$ cat src/hw/rtl/assert_macros.svh
// assertion helpers used by the engine top-level rtl file
`ifndef ASSERT_MACROS_SVH
`define ASSERT_MACROS_SVH

`ifndef SYNTHESIS
// implication checked at every rising edge outside reset
`define GPD_ASSERT(label, clk, rst, prop, msg) \
  label: assert property (@(posedge clk) disable iff (rst) prop) else $error(msg);
// condition that must never hold outside reset
`define GPD_NEVER(label, clk, rst, cond, msg) \
  label: assert property (@(posedge clk) disable iff (rst) !(cond)) else $error(msg);
`else
`define GPD_ASSERT(label, clk, rst, prop, msg)
`define GPD_NEVER(label, clk, rst, cond, msg)
`endif

`endif

$ cat src/hw/rtl/gpdma_pkg.sv
// ----------------------------------------------------------------------------
// gpdma_pkg
// types, codes and small decode functions of the eight-channel dma engine
// ----------------------------------------------------------------------------
`timescale 1ns / 1ps
`default_nettype none

package gpdma_pkg;

  localparam int CHANNELS_DEF = 8;

  // command codes
  localparam logic [2:0] CMD_WRITE   = 3'd0;
  localparam logic [2:0] CMD_READ    = 3'd1;
  localparam logic [2:0] CMD_START   = 3'd2;
  localparam logic [2:0] CMD_PREEMPT = 3'd3;
  localparam logic [2:0] CMD_TICK    = 3'd4;

  // channel register numbers
  localparam logic [3:0] REG_CTRL      = 4'd0;
  localparam logic [3:0] REG_BBASE     = 4'd1;
  localparam logic [3:0] REG_AOFF_LO   = 4'd2;
  localparam logic [3:0] REG_AOFF_HI   = 4'd3;
  localparam logic [3:0] REG_ABANK     = 4'd4;
  localparam logic [3:0] REG_COUNT_LO  = 4'd5;
  localparam logic [3:0] REG_COUNT_HI  = 4'd6;
  localparam logic [3:0] REG_IND_BANK  = 4'd7;
  localparam logic [3:0] REG_TABLE_LO  = 4'd8;
  localparam logic [3:0] REG_TABLE_HI  = 4'd9;
  localparam logic [3:0] REG_LINE      = 4'd10;
  localparam logic [3:0] REG_SPARE     = 4'd11;
  localparam logic [3:0] REG_SPARE_ALT = 4'd15;

  // a-address step modes
  localparam logic [1:0] STEP_INC = 2'd0;
  localparam logic [1:0] STEP_DEC = 2'd2;

  localparam logic [4:0] TICK_COST  = 5'd8;
  localparam logic [4:0] ALIGN_BASE = 5'd16;

  typedef struct packed {
    logic [2:0] command;
    logic [2:0] reg_channel;
    logic [3:0] reg_index;
    logic [7:0] write_data;
    logic [2:0] pause_phase;
    logic [7:0] open_bus;
  } in_item_t;

  typedef struct packed {
    logic [7:0]  read_data;
    logic        byte_valid;
    logic [23:0] a_address;
    logic [7:0]  b_register;
    logic        to_a_bus;
    logic [2:0]  active_channel;
    logic        a_excluded;
    logic        port_refused;
    logic [4:0]  cycle_cost;
    logic        transfer_done;
    logic        busy_res;
  } out_item_t;

  // one channel's register set
  typedef struct packed {
    logic [7:0]  channel_control;
    logic [7:0]  b_base;
    logic [15:0] a_offset;
    logic [7:0]  a_bank;
    logic [15:0] byte_count;
    logic [7:0]  indirect_bank;
    logic [15:0] table_address;
    logic [7:0]  line_counter;
    logic [7:0]  spare_byte;
  } chan_regs_t;

  // register file write request
  typedef struct packed {
    logic        reg_en;
    logic [2:0]  reg_chan;
    logic [3:0]  reg_idx;
    logic [7:0]  reg_data;
    logic        step_en;
    logic [2:0]  step_chan;
    logic [15:0] a_offset;
    logic [15:0] byte_count;
  } regs_wr_t;

  function automatic logic [2:0] lowest_bit(input logic [7:0] m);
    logic [2:0] r;
    r = 3'd0;
    for (int i = 7; i >= 0; i--) begin
      if (m[i]) r = 3'(i);
    end
    return r;
  endfunction

  // b-bus pattern offset for a transfer mode and unit
  function automatic logic [1:0] pat_off(input logic [2:0] p, input logic [1:0] u);
    logic [1:0] r;
    case (p)
      3'd1:        r = {1'b0, u[0]};
      3'd3, 3'd7:  r = {1'b0, u[1]};
      3'd4:        r = u;
      3'd5:        r = {1'b0, u[0]};
      default:     r = 2'd0;
    endcase
    return r;
  endfunction

  // pattern length minus one
  function automatic logic [1:0] pat_mask(input logic [2:0] p);
    logic [1:0] r;
    case (p)
      3'd0:                    r = 2'd0;
      3'd1, 3'd2, 3'd6:        r = 2'd1;
      default:                 r = 2'd3;
    endcase
    return r;
  endfunction

  function automatic logic system_bank(input logic [7:0] bank);
    return !bank[6];
  endfunction

  function automatic logic is_excluded(input logic [7:0] bank, input logic [15:0] off);
    logic hit;
    hit = (off >= 16'h2100 && off <= 16'h21FF) || (off >= 16'h4000 && off <= 16'h421F) ||
          (off >= 16'h4300 && off <= 16'h437F);
    return system_bank(bank) && hit;
  endfunction

  function automatic logic is_work_ram(input logic [7:0] bank, input logic [15:0] off);
    return (bank == 8'h7E) || (bank == 8'h7F) || (system_bank(bank) && off <= 16'h1FFF);
  endfunction

endpackage

`default_nettype wire

$ cat src/hw/rtl/gpdma_regfile.sv
// ----------------------------------------------------------------------------
// gpdma_regfile
// per-channel register sets with one read port and one write port
// ----------------------------------------------------------------------------
`timescale 1ns / 1ps
`default_nettype none

module gpdma_regfile #(
  parameter int CHANNELS = gpdma_pkg::CHANNELS_DEF
) (
  input  wire logic                 clk,
  input  wire logic                 rst,
  input  wire logic [2:0]           rd_chan,
  input  wire gpdma_pkg::regs_wr_t  wr,
  output gpdma_pkg::chan_regs_t     rd_regs
);

  localparam int CH_W = (CHANNELS > 1) ? $clog2(CHANNELS) : 1;

  gpdma_pkg::chan_regs_t regs [CHANNELS];

  logic [CH_W-1:0] wr_idx;
  logic [CH_W-1:0] step_idx;
  logic [CH_W-1:0] rd_idx;

  assign wr_idx   = wr.reg_chan[CH_W-1:0];
  assign step_idx = wr.step_chan[CH_W-1:0];
  assign rd_idx   = rd_chan[CH_W-1:0];
  assign rd_regs  = regs[rd_idx];

  always_ff @(posedge clk) begin
    if (rst) begin
      for (int i = 0; i < CHANNELS; i++) begin
        regs[i] <= '0;
      end
    end else if (wr.reg_en) begin
      case (wr.reg_idx)
        gpdma_pkg::REG_CTRL:     regs[wr_idx].channel_control    <= wr.reg_data;
        gpdma_pkg::REG_BBASE:    regs[wr_idx].b_base             <= wr.reg_data;
        gpdma_pkg::REG_AOFF_LO:  regs[wr_idx].a_offset[7:0]      <= wr.reg_data;
        gpdma_pkg::REG_AOFF_HI:  regs[wr_idx].a_offset[15:8]     <= wr.reg_data;
        gpdma_pkg::REG_ABANK:    regs[wr_idx].a_bank             <= wr.reg_data;
        gpdma_pkg::REG_COUNT_LO: regs[wr_idx].byte_count[7:0]    <= wr.reg_data;
        gpdma_pkg::REG_COUNT_HI: regs[wr_idx].byte_count[15:8]   <= wr.reg_data;
        gpdma_pkg::REG_IND_BANK: regs[wr_idx].indirect_bank      <= wr.reg_data;
        gpdma_pkg::REG_TABLE_LO: regs[wr_idx].table_address[7:0] <= wr.reg_data;
        gpdma_pkg::REG_TABLE_HI: regs[wr_idx].table_address[15:8] <= wr.reg_data;
        gpdma_pkg::REG_LINE:     regs[wr_idx].line_counter       <= wr.reg_data;
        gpdma_pkg::REG_SPARE,
        gpdma_pkg::REG_SPARE_ALT: regs[wr_idx].spare_byte        <= wr.reg_data;
        default: ;
      endcase
    end else if (wr.step_en) begin
      regs[step_idx].a_offset   <= wr.a_offset;
      regs[step_idx].byte_count <= wr.byte_count;
    end
  end

endmodule

`default_nettype wire

$ cat src/hw/rtl/gpdma_ctrl.sv
// ----------------------------------------------------------------------------
// gpdma_ctrl
// transfer sequencing flags and the per-word result logic
// ----------------------------------------------------------------------------
`timescale 1ns / 1ps
`default_nettype none

module gpdma_ctrl #(
  parameter int CHANNELS = gpdma_pkg::CHANNELS_DEF
) (
  input  wire logic                  clk,
  input  wire logic                  rst,
  input  wire logic                  advance,
  input  wire gpdma_pkg::in_item_t   item,
  input  wire gpdma_pkg::chan_regs_t regs,
  output logic [2:0]                 rd_chan,
  output gpdma_pkg::regs_wr_t        wr,
  output gpdma_pkg::out_item_t       result
);

  localparam logic [7:0] CHAN_MASK = 8'((9'd1 << CHANNELS) - 9'd1);

  logic [7:0] enable_mask, enable_mask_next;
  logic       running, running_next;
  logic       opened, opened_next;
  logic       channel_opened, channel_opened_next;
  logic [1:0] unit_index, unit_index_next;

  logic [2:0]  cur;
  logic        chan_ok;
  logic [7:0]  rd_byte;
  logic [2:0]  pmode;
  logic [1:0]  step;
  logic [7:0]  b_reg;
  logic [15:0] off_next;
  logic [15:0] count_next;
  logic [7:0]  mask_drop;

  assign cur     = gpdma_pkg::lowest_bit(enable_mask);
  assign chan_ok = {1'b0, item.reg_channel} < 4'(CHANNELS);
  assign rd_chan = (item.command == gpdma_pkg::CMD_TICK) ? cur : item.reg_channel;

  assign pmode      = regs.channel_control[2:0];
  assign step       = regs.channel_control[4:3];
  assign b_reg      = regs.b_base + {6'd0, gpdma_pkg::pat_off(pmode, unit_index)};
  assign count_next = regs.byte_count - 16'd1;
  assign mask_drop  = enable_mask & ~(8'd1 << cur);

  always_comb begin
    case (step)
      gpdma_pkg::STEP_INC: off_next = regs.a_offset + 16'd1;
      gpdma_pkg::STEP_DEC: off_next = regs.a_offset - 16'd1;
      default:             off_next = regs.a_offset;
    endcase
  end

  always_comb begin
    case (item.reg_index)
      gpdma_pkg::REG_CTRL:      rd_byte = regs.channel_control;
      gpdma_pkg::REG_BBASE:     rd_byte = regs.b_base;
      gpdma_pkg::REG_AOFF_LO:   rd_byte = regs.a_offset[7:0];
      gpdma_pkg::REG_AOFF_HI:   rd_byte = regs.a_offset[15:8];
      gpdma_pkg::REG_ABANK:     rd_byte = regs.a_bank;
      gpdma_pkg::REG_COUNT_LO:  rd_byte = regs.byte_count[7:0];
      gpdma_pkg::REG_COUNT_HI:  rd_byte = regs.byte_count[15:8];
      gpdma_pkg::REG_IND_BANK:  rd_byte = regs.indirect_bank;
      gpdma_pkg::REG_TABLE_LO:  rd_byte = regs.table_address[7:0];
      gpdma_pkg::REG_TABLE_HI:  rd_byte = regs.table_address[15:8];
      gpdma_pkg::REG_LINE:      rd_byte = regs.line_counter;
      gpdma_pkg::REG_SPARE,
      gpdma_pkg::REG_SPARE_ALT: rd_byte = regs.spare_byte;
      default:                  rd_byte = item.open_bus;
    endcase
    if (!chan_ok) rd_byte = item.open_bus;
  end

  always_comb begin
    enable_mask_next    = enable_mask;
    running_next        = running;
    opened_next         = opened;
    channel_opened_next = channel_opened;
    unit_index_next     = unit_index;
    result              = '0;
    wr                  = '0;
    wr.reg_chan         = item.reg_channel;
    wr.reg_idx          = item.reg_index;
    wr.reg_data         = item.write_data;
    wr.step_chan        = cur;
    wr.a_offset         = off_next;
    wr.byte_count       = count_next;

    case (item.command)
      gpdma_pkg::CMD_WRITE: begin
        wr.reg_en = advance && chan_ok;
      end
      gpdma_pkg::CMD_READ: begin
        result.read_data = rd_byte;
      end
      gpdma_pkg::CMD_START: begin
        enable_mask_next = item.write_data & CHAN_MASK;
        if (enable_mask_next == 8'd0) begin
          running_next = 1'b0;
        end else if (!running) begin
          running_next        = 1'b1;
          opened_next         = 1'b0;
          channel_opened_next = 1'b0;
          unit_index_next     = 2'd0;
        end
      end
      gpdma_pkg::CMD_PREEMPT: begin
        if (running && enable_mask != 8'd0 && item.write_data[cur]) begin
          enable_mask_next    = mask_drop;
          channel_opened_next = 1'b0;
          if (mask_drop == 8'd0) begin
            running_next         = 1'b0;
            result.transfer_done = 1'b1;
          end
        end
      end
      gpdma_pkg::CMD_TICK: begin
        if (running) begin
          if (!opened) begin
            // alignment to the next master cycle boundary
            opened_next       = 1'b1;
            result.cycle_cost = gpdma_pkg::ALIGN_BASE - {2'd0, item.pause_phase};
          end else if (enable_mask == 8'd0) begin
            running_next = 1'b0;
          end else begin
            result.active_channel = cur;
            result.cycle_cost     = gpdma_pkg::TICK_COST;
            if (!channel_opened) begin
              channel_opened_next = 1'b1;
              unit_index_next     = 2'd0;
            end else begin
              result.byte_valid   = 1'b1;
              result.a_address    = {regs.a_bank, regs.a_offset};
              result.b_register   = b_reg;
              result.to_a_bus     = regs.channel_control[7];
              result.a_excluded   = gpdma_pkg::is_excluded(regs.a_bank, regs.a_offset);
              result.port_refused = gpdma_pkg::is_work_ram(regs.a_bank, regs.a_offset) &&
                                    (b_reg[7:2] == 6'b100000);
              unit_index_next     = (unit_index + 2'd1) & gpdma_pkg::pat_mask(pmode);
              wr.step_en          = advance;
              if (count_next == 16'd0) begin
                enable_mask_next    = mask_drop;
                channel_opened_next = 1'b0;
                if (mask_drop == 8'd0) begin
                  running_next         = 1'b0;
                  result.transfer_done = 1'b1;
                end
              end
            end
          end
        end
      end
      default: ;
    endcase

    result.busy_res = running_next;
  end

  always_ff @(posedge clk) begin
    if (rst) begin
      enable_mask    <= '0;
      running        <= 1'b0;
      opened         <= 1'b0;
      channel_opened <= 1'b0;
      unit_index     <= '0;
    end else if (advance) begin
      enable_mask    <= enable_mask_next;
      running        <= running_next;
      opened         <= opened_next;
      channel_opened <= channel_opened_next;
      unit_index     <= unit_index_next;
    end
  end

endmodule

`default_nettype wire

$ cat src/hw/rtl/general_purpose_dma_channel_engine_unit.sv
// flow: a request word is held in the input register, worked on there and the
//   result word is registered in the result register when the held word retires
// throughput: one word per clock; the only stall is a full result register
// reset: synchronous, clears all channel registers, the enable mask and the flags
// ----------------------------------------------------------------------------
// general_purpose_dma_channel_engine_unit
// eight-channel byte dma sequencer with register access, start, preempt and tick
// ----------------------------------------------------------------------------
`timescale 1ns / 1ps
`default_nettype none
`include "assert_macros.svh"

module general_purpose_dma_channel_engine_unit #(
  parameter int CHANNELS = gpdma_pkg::CHANNELS_DEF
) (
  input  wire logic                clk,
  input  wire logic                rst,
  input  wire logic                req_valid,
  output logic                     req_ready,
  input  wire gpdma_pkg::in_item_t req,
  output logic                     rsp_valid,
  input  wire logic                rsp_ready,
  output gpdma_pkg::out_item_t     rsp
);

  // input register: holds the word being worked on
  logic                 s_valid;
  gpdma_pkg::in_item_t  s_item;

  // result register
  logic                 o_valid;
  gpdma_pkg::out_item_t o_item;

  // the held word is retired when the result register is free or emptying
  logic advance;

  gpdma_pkg::chan_regs_t chan_regs;
  gpdma_pkg::regs_wr_t   regs_wr;
  gpdma_pkg::out_item_t  result;
  logic [2:0]            rd_chan;

  assign advance   = s_valid && (!o_valid || rsp_ready);
  assign req_ready = !s_valid || advance;
  assign rsp_valid = o_valid;
  assign rsp       = o_item;

  always_ff @(posedge clk) begin
    if (rst) begin
      s_valid <= 1'b0;
    end else if (req_valid && req_ready) begin
      s_valid <= 1'b1;
    end else if (advance) begin
      s_valid <= 1'b0;
    end
  end

  // payload needs no reset
  always_ff @(posedge clk) begin
    if (req_valid && req_ready) begin
      s_item <= req;
    end
  end

  always_ff @(posedge clk) begin
    if (rst) begin
      o_valid <= 1'b0;
    end else if (advance) begin
      o_valid <= 1'b1;
    end else if (rsp_ready) begin
      o_valid <= 1'b0;
    end
  end

  always_ff @(posedge clk) begin
    if (advance) begin
      o_item <= result;
    end
  end

  // per-channel register sets, read at the served or addressed channel
  gpdma_regfile #(
    .CHANNELS(CHANNELS)
  ) u_regfile (
    .clk     (clk),
    .rst     (rst),
    .rd_chan (rd_chan),
    .wr      (regs_wr),
    .rd_regs (chan_regs)
  );

  // sequencing flags and result build, state moves only when a word retires
  gpdma_ctrl #(
    .CHANNELS(CHANNELS)
  ) u_ctrl (
    .clk     (clk),
    .rst     (rst),
    .advance (advance),
    .item    (s_item),
    .regs    (chan_regs),
    .rd_chan (rd_chan),
    .wr      (regs_wr),
    .result  (result)
  );

  // a retired word always shows up in the result register
  `GPD_ASSERT(a_retire_shows, clk, rst, advance |=> o_valid, "retired word lost")
  // a held word that cannot retire stays put
  `GPD_ASSERT(a_hold_input, clk, rst, (s_valid && !advance) |=> (s_valid && $stable(s_item)), "held word changed")
  // a byte move always costs one channel tick
  `GPD_ASSERT(a_byte_cost, clk, rst, (o_valid && o_item.byte_valid) |-> (o_item.cycle_cost == gpdma_pkg::TICK_COST), "byte move cost wrong")
  // the end of a transfer leaves the engine idle
  `GPD_NEVER(a_done_idle, clk, rst, o_valid && o_item.transfer_done && o_item.busy_res, "done while busy")

endmodule

`default_nettype wire

$ cat config.mk
export PLATFORM = sky130hd
export DESIGN_NAME = general_purpose_dma_channel_engine_unit
export DESIGN_NICKNAME = d
export VERILOG_FILES = /design/src/hw/rtl/gpdma_pkg.sv /design/src/hw/rtl/gpdma_regfile.sv /design/src/hw/rtl/gpdma_ctrl.sv /design/src/hw/rtl/general_purpose_dma_channel_engine_unit.sv
export VERILOG_INCLUDE_DIRS = /design/src /design/src/hw/rtl
export SDC_FILE = /design/constraint.sdc
export NUM_CORES = 2
export LEC_CHECK = 0
export ABC_CLOCK_PERIOD_IN_PS = 6800
export BUFFER_PORTS_ARGS = -buffer_cell sky130_fd_sc_hd__buf_2
export CAP_MARGIN = 20
export CORE_ASPECT_RATIO = 2
export CORE_MARGIN = 5
export CORE_UTILIZATION = 40
export DETAILED_ROUTE_END_ITERATION = 12
export GPL_TIMING_DRIVEN = 0
export PLACE_DENSITY_LB_ADDON = 0.25
export SLEW_MARGIN = 30
export SYNTH_ARGS = -nofsm -noshare
export SYNTH_HDL_FRONTEND = slang
export SYNTH_SLANG_ARGS = --single-unit
$ cat constraint.sdc
create_clock -name clk -period 6.8 [get_ports clk]
set_input_delay 0.68 -clock clk [delete_from_list [all_inputs] [get_ports clk]]
set_output_delay 0.68 -clock clk [all_outputs]
set_load 0.02 [all_outputs]
Yosys cells after proc, flatten, opt, wreduce, memory -nomap -nowiden
Memory sizes are Yosys's and may differ from the RTL's.
Cells that the tools add are included.
Operators by class
  mux-type cells: 136
  shift-type cells: 1
  add/subtract/negate cells: 6
  equal/unequal tests: 35
  magnitude comparators: 8
  bitwise operators: 7
  reduce and logical (&&, ||, !) cells: 45
Operators by type and width (number)
  $mux W96: 2
  $reduce_or A96 Y1: 2
  $pmux W8 S12: 1
  $mux W1: 89
  $mux W8: 6
  $mux W45: 1
  $mux W34: 1
  $mux W3: 11
  $ge A16 B15 Y1 const B: 2
  $le A16 B15 Y1 const B: 2
  $pmux W16 S2: 1
  $sub A16 B1 Y16 const B: 2
  $logic_not A8 Y1: 3
  $mux W12: 2
  $mux W2: 12
  $pmux W8 S3: 1
  $eq A4 B4 Y1 const B: 5
  $add A16 B1 Y16 const B: 1
  $eq A4 B3 Y1 const B: 4
  $eq A8 B7 Y1 const B: 2
  $ge A16 B14 Y1 const B: 1
  $le A16 B13 Y1 const B: 1
  $le A16 B14 Y1 const B: 1
  $logic_not A16 Y1: 1
  41 further kinds: 84
Word-level totals
  memory bits (writable): 768
  output and inout bits: 56
  input port bits: 33
  memories kept: 1
  bits in registers: 98
  word-level logic and storage cells: 263
Memory list
  u_regfile.regs: depth 8, bits a word 96, rd ports 1, clocked after memory_dff 0, write ports 8, line gpdma_regfile.sv:20  | gpdma_pkg::chan_regs_t regs [CHANNELS];

Longest topological paths before layout
An unclocked memory read counts as a cell.
  depth in word-level cells: 24
  mapped depth: 29
  gate-level depth less buffers: 21

Cells and area by module
From an unflattened synthesis, not the netlist that was laid out.
Second synthesis, totals
  cell total of the unflattened synthesis: 3051
  area total of the unflattened synthesis: 42776.0 um^2
Modules (own cells, without submodules)
  gpdma_regfile: area an instance 36022.0 um^2, cells an instance 2322, sequential area each 23062.1 um^2, instances 1
  gpdma_ctrl: area an instance 4157.7 um^2, cells an instance 636, sequential area each 260.2 um^2, instances 1
  general_purpose_dma_channel_engine_unit: area an instance 2596.2 um^2, cells an instance 93, sequential area each 2532.4 um^2, instances 1

Worst setup path before layout
No wires, ideal clock.
  path type: register to register
  start: register s_item[26] in the netlist's numbering
  end: memory u_regfile.regs[0][78] in the netlist's numbering (data pin)
  buffers on the path: 6
  cell stages (with the launch flop): 26
  required time: 6640 ps
  slack: 954 ps
  period minus slack after synthesis: 5846 ps
  library setup time: 160 ps
  arrival: 5686 ps
  cell sequence: edfxtp_1 > buf_6 > or3b_1 > buf_2 > a22oi_1 > a21boi_4 > buf_6 > buf_8 > buf_8 > buf_4 > mux2i_1 > mux2_2 > nor2b_1 > ha_1 > nor2b_1 > o21ai_0 > a21boi_0 > o21ai_0 > a21boi_0 > o21ai_0 > a21oi_1 > o41ai_1 > o21ai_0 > xnor2_1 > o21ai_0 > nor3b_1
RTL lines
  from (decl): line general_purpose_dma_channel_engine_unit.sv:28  | gpdma_pkg::in_item_t s_item;
  from (signal assigned): line general_purpose_dma_channel_engine_unit.sv:60  | s_item <= req;
  to (decl): line gpdma_regfile.sv:20

==> results by group <==
Outcome
  – Outcome: complete, no violations

Synth
  – Largest cells by area after synthesis: edfxtp_1, nand2_1, nand3_1
  – Post-synth cell types: just over 90
  – Async S/R FF share, synth: 0%
  – Area share of the largest cell type after synthesis: 60.2%
  – Flops & latches, synth: roughly 870
  – Number of flops mapped to enable cells by yosys: ~850
  – Top cell type by total area after synthesis: edfxtp_1
  – Post-synth top flop: edfxtp_1
  – YS warnings: 0
  – Seq/Total Area, Yosys: 60.9%
  – Synthesized cell area: between 0.04 and 0.05 mm²
  – Synthesized Nets: between 4k and 5k
  – Mapped Avg Cell Area: approximately 11 µm²
  – Mapped Cells: about 4k

Worst hold path
  – Worst Hold Class: in -> reg
  – Min-delay src: req[9]
  – Worst Hold End: s_item[9]
  – Hold Path Stages: 1

Critical path
  – CP Class: reg -> reg
  – CP Capture Type: register
  – RR Endpoint: u_regfile.regs[7][76]
  – CP cell instances: clkbuf_1 -> nor4_4 -> nand3_1 -> nand2_2 -> buf_2 -> buf_4 -> clkbuf_2 -> buf_4 -> nand3_1 -> o21ai_4 -> ha_1 -> nor2b_1 -> o21ai_0 -> a21boi_0 -> o21ai_1 -> a21boi_0 -> o21ai_1 -> a21oi_1 -> o41ai_2 -> buf_4 -> xor2_1 -> o21ai_0 -> nand2_1 -> nor2_1
  – Crit start category: register
  – CP Depth: 24
  – Flop2flop setup slack: slightly above 0.2 ns
  – Critical Path Slowest Stage Cell: nor4_4
  – Worst R2R Start: u_ctrl.enable_mask[1]
  – Most used cell, CP: buf_4
  – CP peak stage delay: around 0.47 ns
  – Critical Path RT: 7.22 ns
  – Buf/Inv on CP: 6
  – R2R cell count: 24
  – Worst EP arrival: 7.01 ns
  – Top delay family on crit path: buffers and inverters
  – CP max FO: 10

Pwr
  – Leakage: roughly 19 nW
  – Design Power: 0.0127 W
  – Worst VDD drop: around 220 µV
  – Power Dens Cells: 266 mW/mm²

Detailed routing
  – WL/cell: roughly 33 µm
  – Final WL: roughly 190,000 µm
  – ANT nets after route: 0
  – Vias: 34.6k
  – Pre-antenna DRT Iters: 8
  – Remaining DRCs: 0
  – Vias per cell: around 6.1
  – Initial DRC count: approximately 4.5k

Timing
  – Hold Violations, Final: 0
  – Max-slew violation count: 0
  – Final period util: a little under 100%
  – Final Skew: 0.0387 ns
  – Setup-failing EPs final: 0
  – Tightest Pin Transition: about 1.2 ns
  – Clock period minus worst slack: between 6 and 7 ns
  – WHS: approximately 0.14 ns
  – Relative slew slack: between 20% and 30%
  – Maximum clock frequency: between 0.15 and 0.2 GHz

Final layout
  – Most frequent cells in the layout: edfxtp_1, nand2_1, nand3_1
  – Commonest non-fill, non-tap cell in the layout: edfxtp_1
  – Filler cells: ~10k
  – Final nets: 4,255
  – Share of cells above drive strength 1: between 10% and 20%
  – Area Growth Syn to Fin: 12.7%

CTS
  – CTS tree: yes
  – Clock transition at the registers of the reported paths: approximately 0.070 ns
  – Clock Latency Late Sink: around 0.72 ns
  – Clock tree buffer depth: 3
  – CTS buffer count: 77
  – CTS root buffer: clkbuf_16
  – Clock sink count: 866
  – H-Tree Depth: 3
  – Cts hold-fix bufs: 0

GRT
  – GR Util All Layers: between 30 and 40%
  – Largest net degree at the start of global routing: 45
  – GRT overflow: 0
  – Vias in the first global route: 33.6k
  – Initial antenna violation count: 9
  – First-pass GRT wire length: around 260,000 µm

Floorplanning
  – Core Box Area: 0.106 mm²
  – I/O pin count: 89
  – Die width: 240 µm
  – Die area: 0.113 mm²
  – Die Height: 471 µm
  – Row cnt: around 170
  – Initial Utilization: 40.1%

Placed design
  – PortBufs: 87
  – Gpl congestion: about 1.1
  – Post-DP HPWL: between 100,000 and 150,000 µm

Flow run
  – Maxcap violations: 0
[sequential cells by signal (all words and copies together), names as in the netlist]
register and cells:
u_regfile.regs 768, rsp 54, s_item 29, u_ctrl.enable_mask 8, u_ctrl.unit_index 2, rsp_valid 1
s_valid 1, u_ctrl.channel_opened 1, u_ctrl.opened 1, u_ctrl.running 1
[metal layers]
layer  vias up  global-route usage, %  share of wire, %
met1     16600                   32.6                30
met4         0                   30.9                13
met5         -                      0                 0
met2      2578                   54.1                48
li1      14500                      -                 -
met3       897                   7.49               9.6
[worst max path at each step]
| stage | start | to | slack (ns) |
|---|---|---|---|
| 2_1_floorplan | s_item[26] | u_regfile.regs[0][78] | 0.95 |
| 3_3_place_gp | u_ctrl.enable_mask[1] | u_regfile.regs[0][78] | -2.09 |
| 3_5_place_dp | s_item[27] | u_regfile.regs[3][78] | -1.48 |
| 4_1_cts | u_ctrl.enable_mask[1] | u_regfile.regs[6][78] | 0.0002 |
| 5_1_grt | s_item[27] | u_regfile.regs[5][79] | -0.002 |
| 6_report | u_ctrl.enable_mask[1] | u_regfile.regs[7][76] | 0.21 |
[power breakdown]
part / switching [W] / total [W] / internal (W)
sequential: 0.0000751 / 0.00609 / 0.00601
clock: 0.00215 / 0.00489 / 0.00274
combinational: 0.00134 / 0.00176 / 0.000412
total: 0.00357 / 0.0127 / 0.00916
[logic make-up after synthesis]
family	after synthesis	synth area share (%)
compound gates	362	5.77
xor+xnor	26	0.536
fa+ha+maj	22	0.684
buf+inv	304	3.10
flops	866	60.9
mux	79	2.13
simple gates	2352	26.9
[through the flow]
stage	util, %	cell area [µm²]	setup slack [ns]	TNS, ns	instances
finish	45.2	47800	0.207	0	5645
detailed placement	42.4	44800	-1.48	-61.40	5476
CTS	45.1	47600	0.000167	0	5619
global placement	42.2	44600	-2.09	-130.80	5466
floorplan	-	42400	0.954	0	4011
global route	45.2	47800	-0.00197	-0.00197	5632
[cell usage after synthesis, types with 17 or more instances]
cell,count
nand2b_1,48
and2_1,352
mux2i_1,65
nor3_1,20
xnor2_1,17
buf_1,28
o21ai_0,66
inv_1,22
nor3b_1,18
ha_1,20
clkbuf_1,175
nor2_1,342
edfxtp_1,851
or2_2,45
nand2_1,788
nand3_1,443
nor2b_1,42
a21o_1,35
a21oi_1,111
and3_1,202
buf_2,63
[layout make-up]
type | instances | area [µm²] | area share [%]
antenna | 16 | 40.0 | 0.0837
clock buffer | 90 | 2010 | 4.19
tap | 1368 | 1710 | 3.58
sequential | 866 | 25900 | 54.0
clock inverter | 50 | 676 | 1.41
timing repair buffer | 112 | 664 | 1.39
multi-input combinational | 2841 | 15400 | 32.3
inverter | 24 | 92.6 | 0.194
buffer | 278 | 1350 | 2.82
[timing repair]
action,CTS,global route
pin swaps,1,2
endpoints found under the setup margin,88,57
buffers inserted,4,10
hold endpoints to repair,0,0
cloned,0,0
resized for setup,46,27
(Power assumes the default switching activity.)
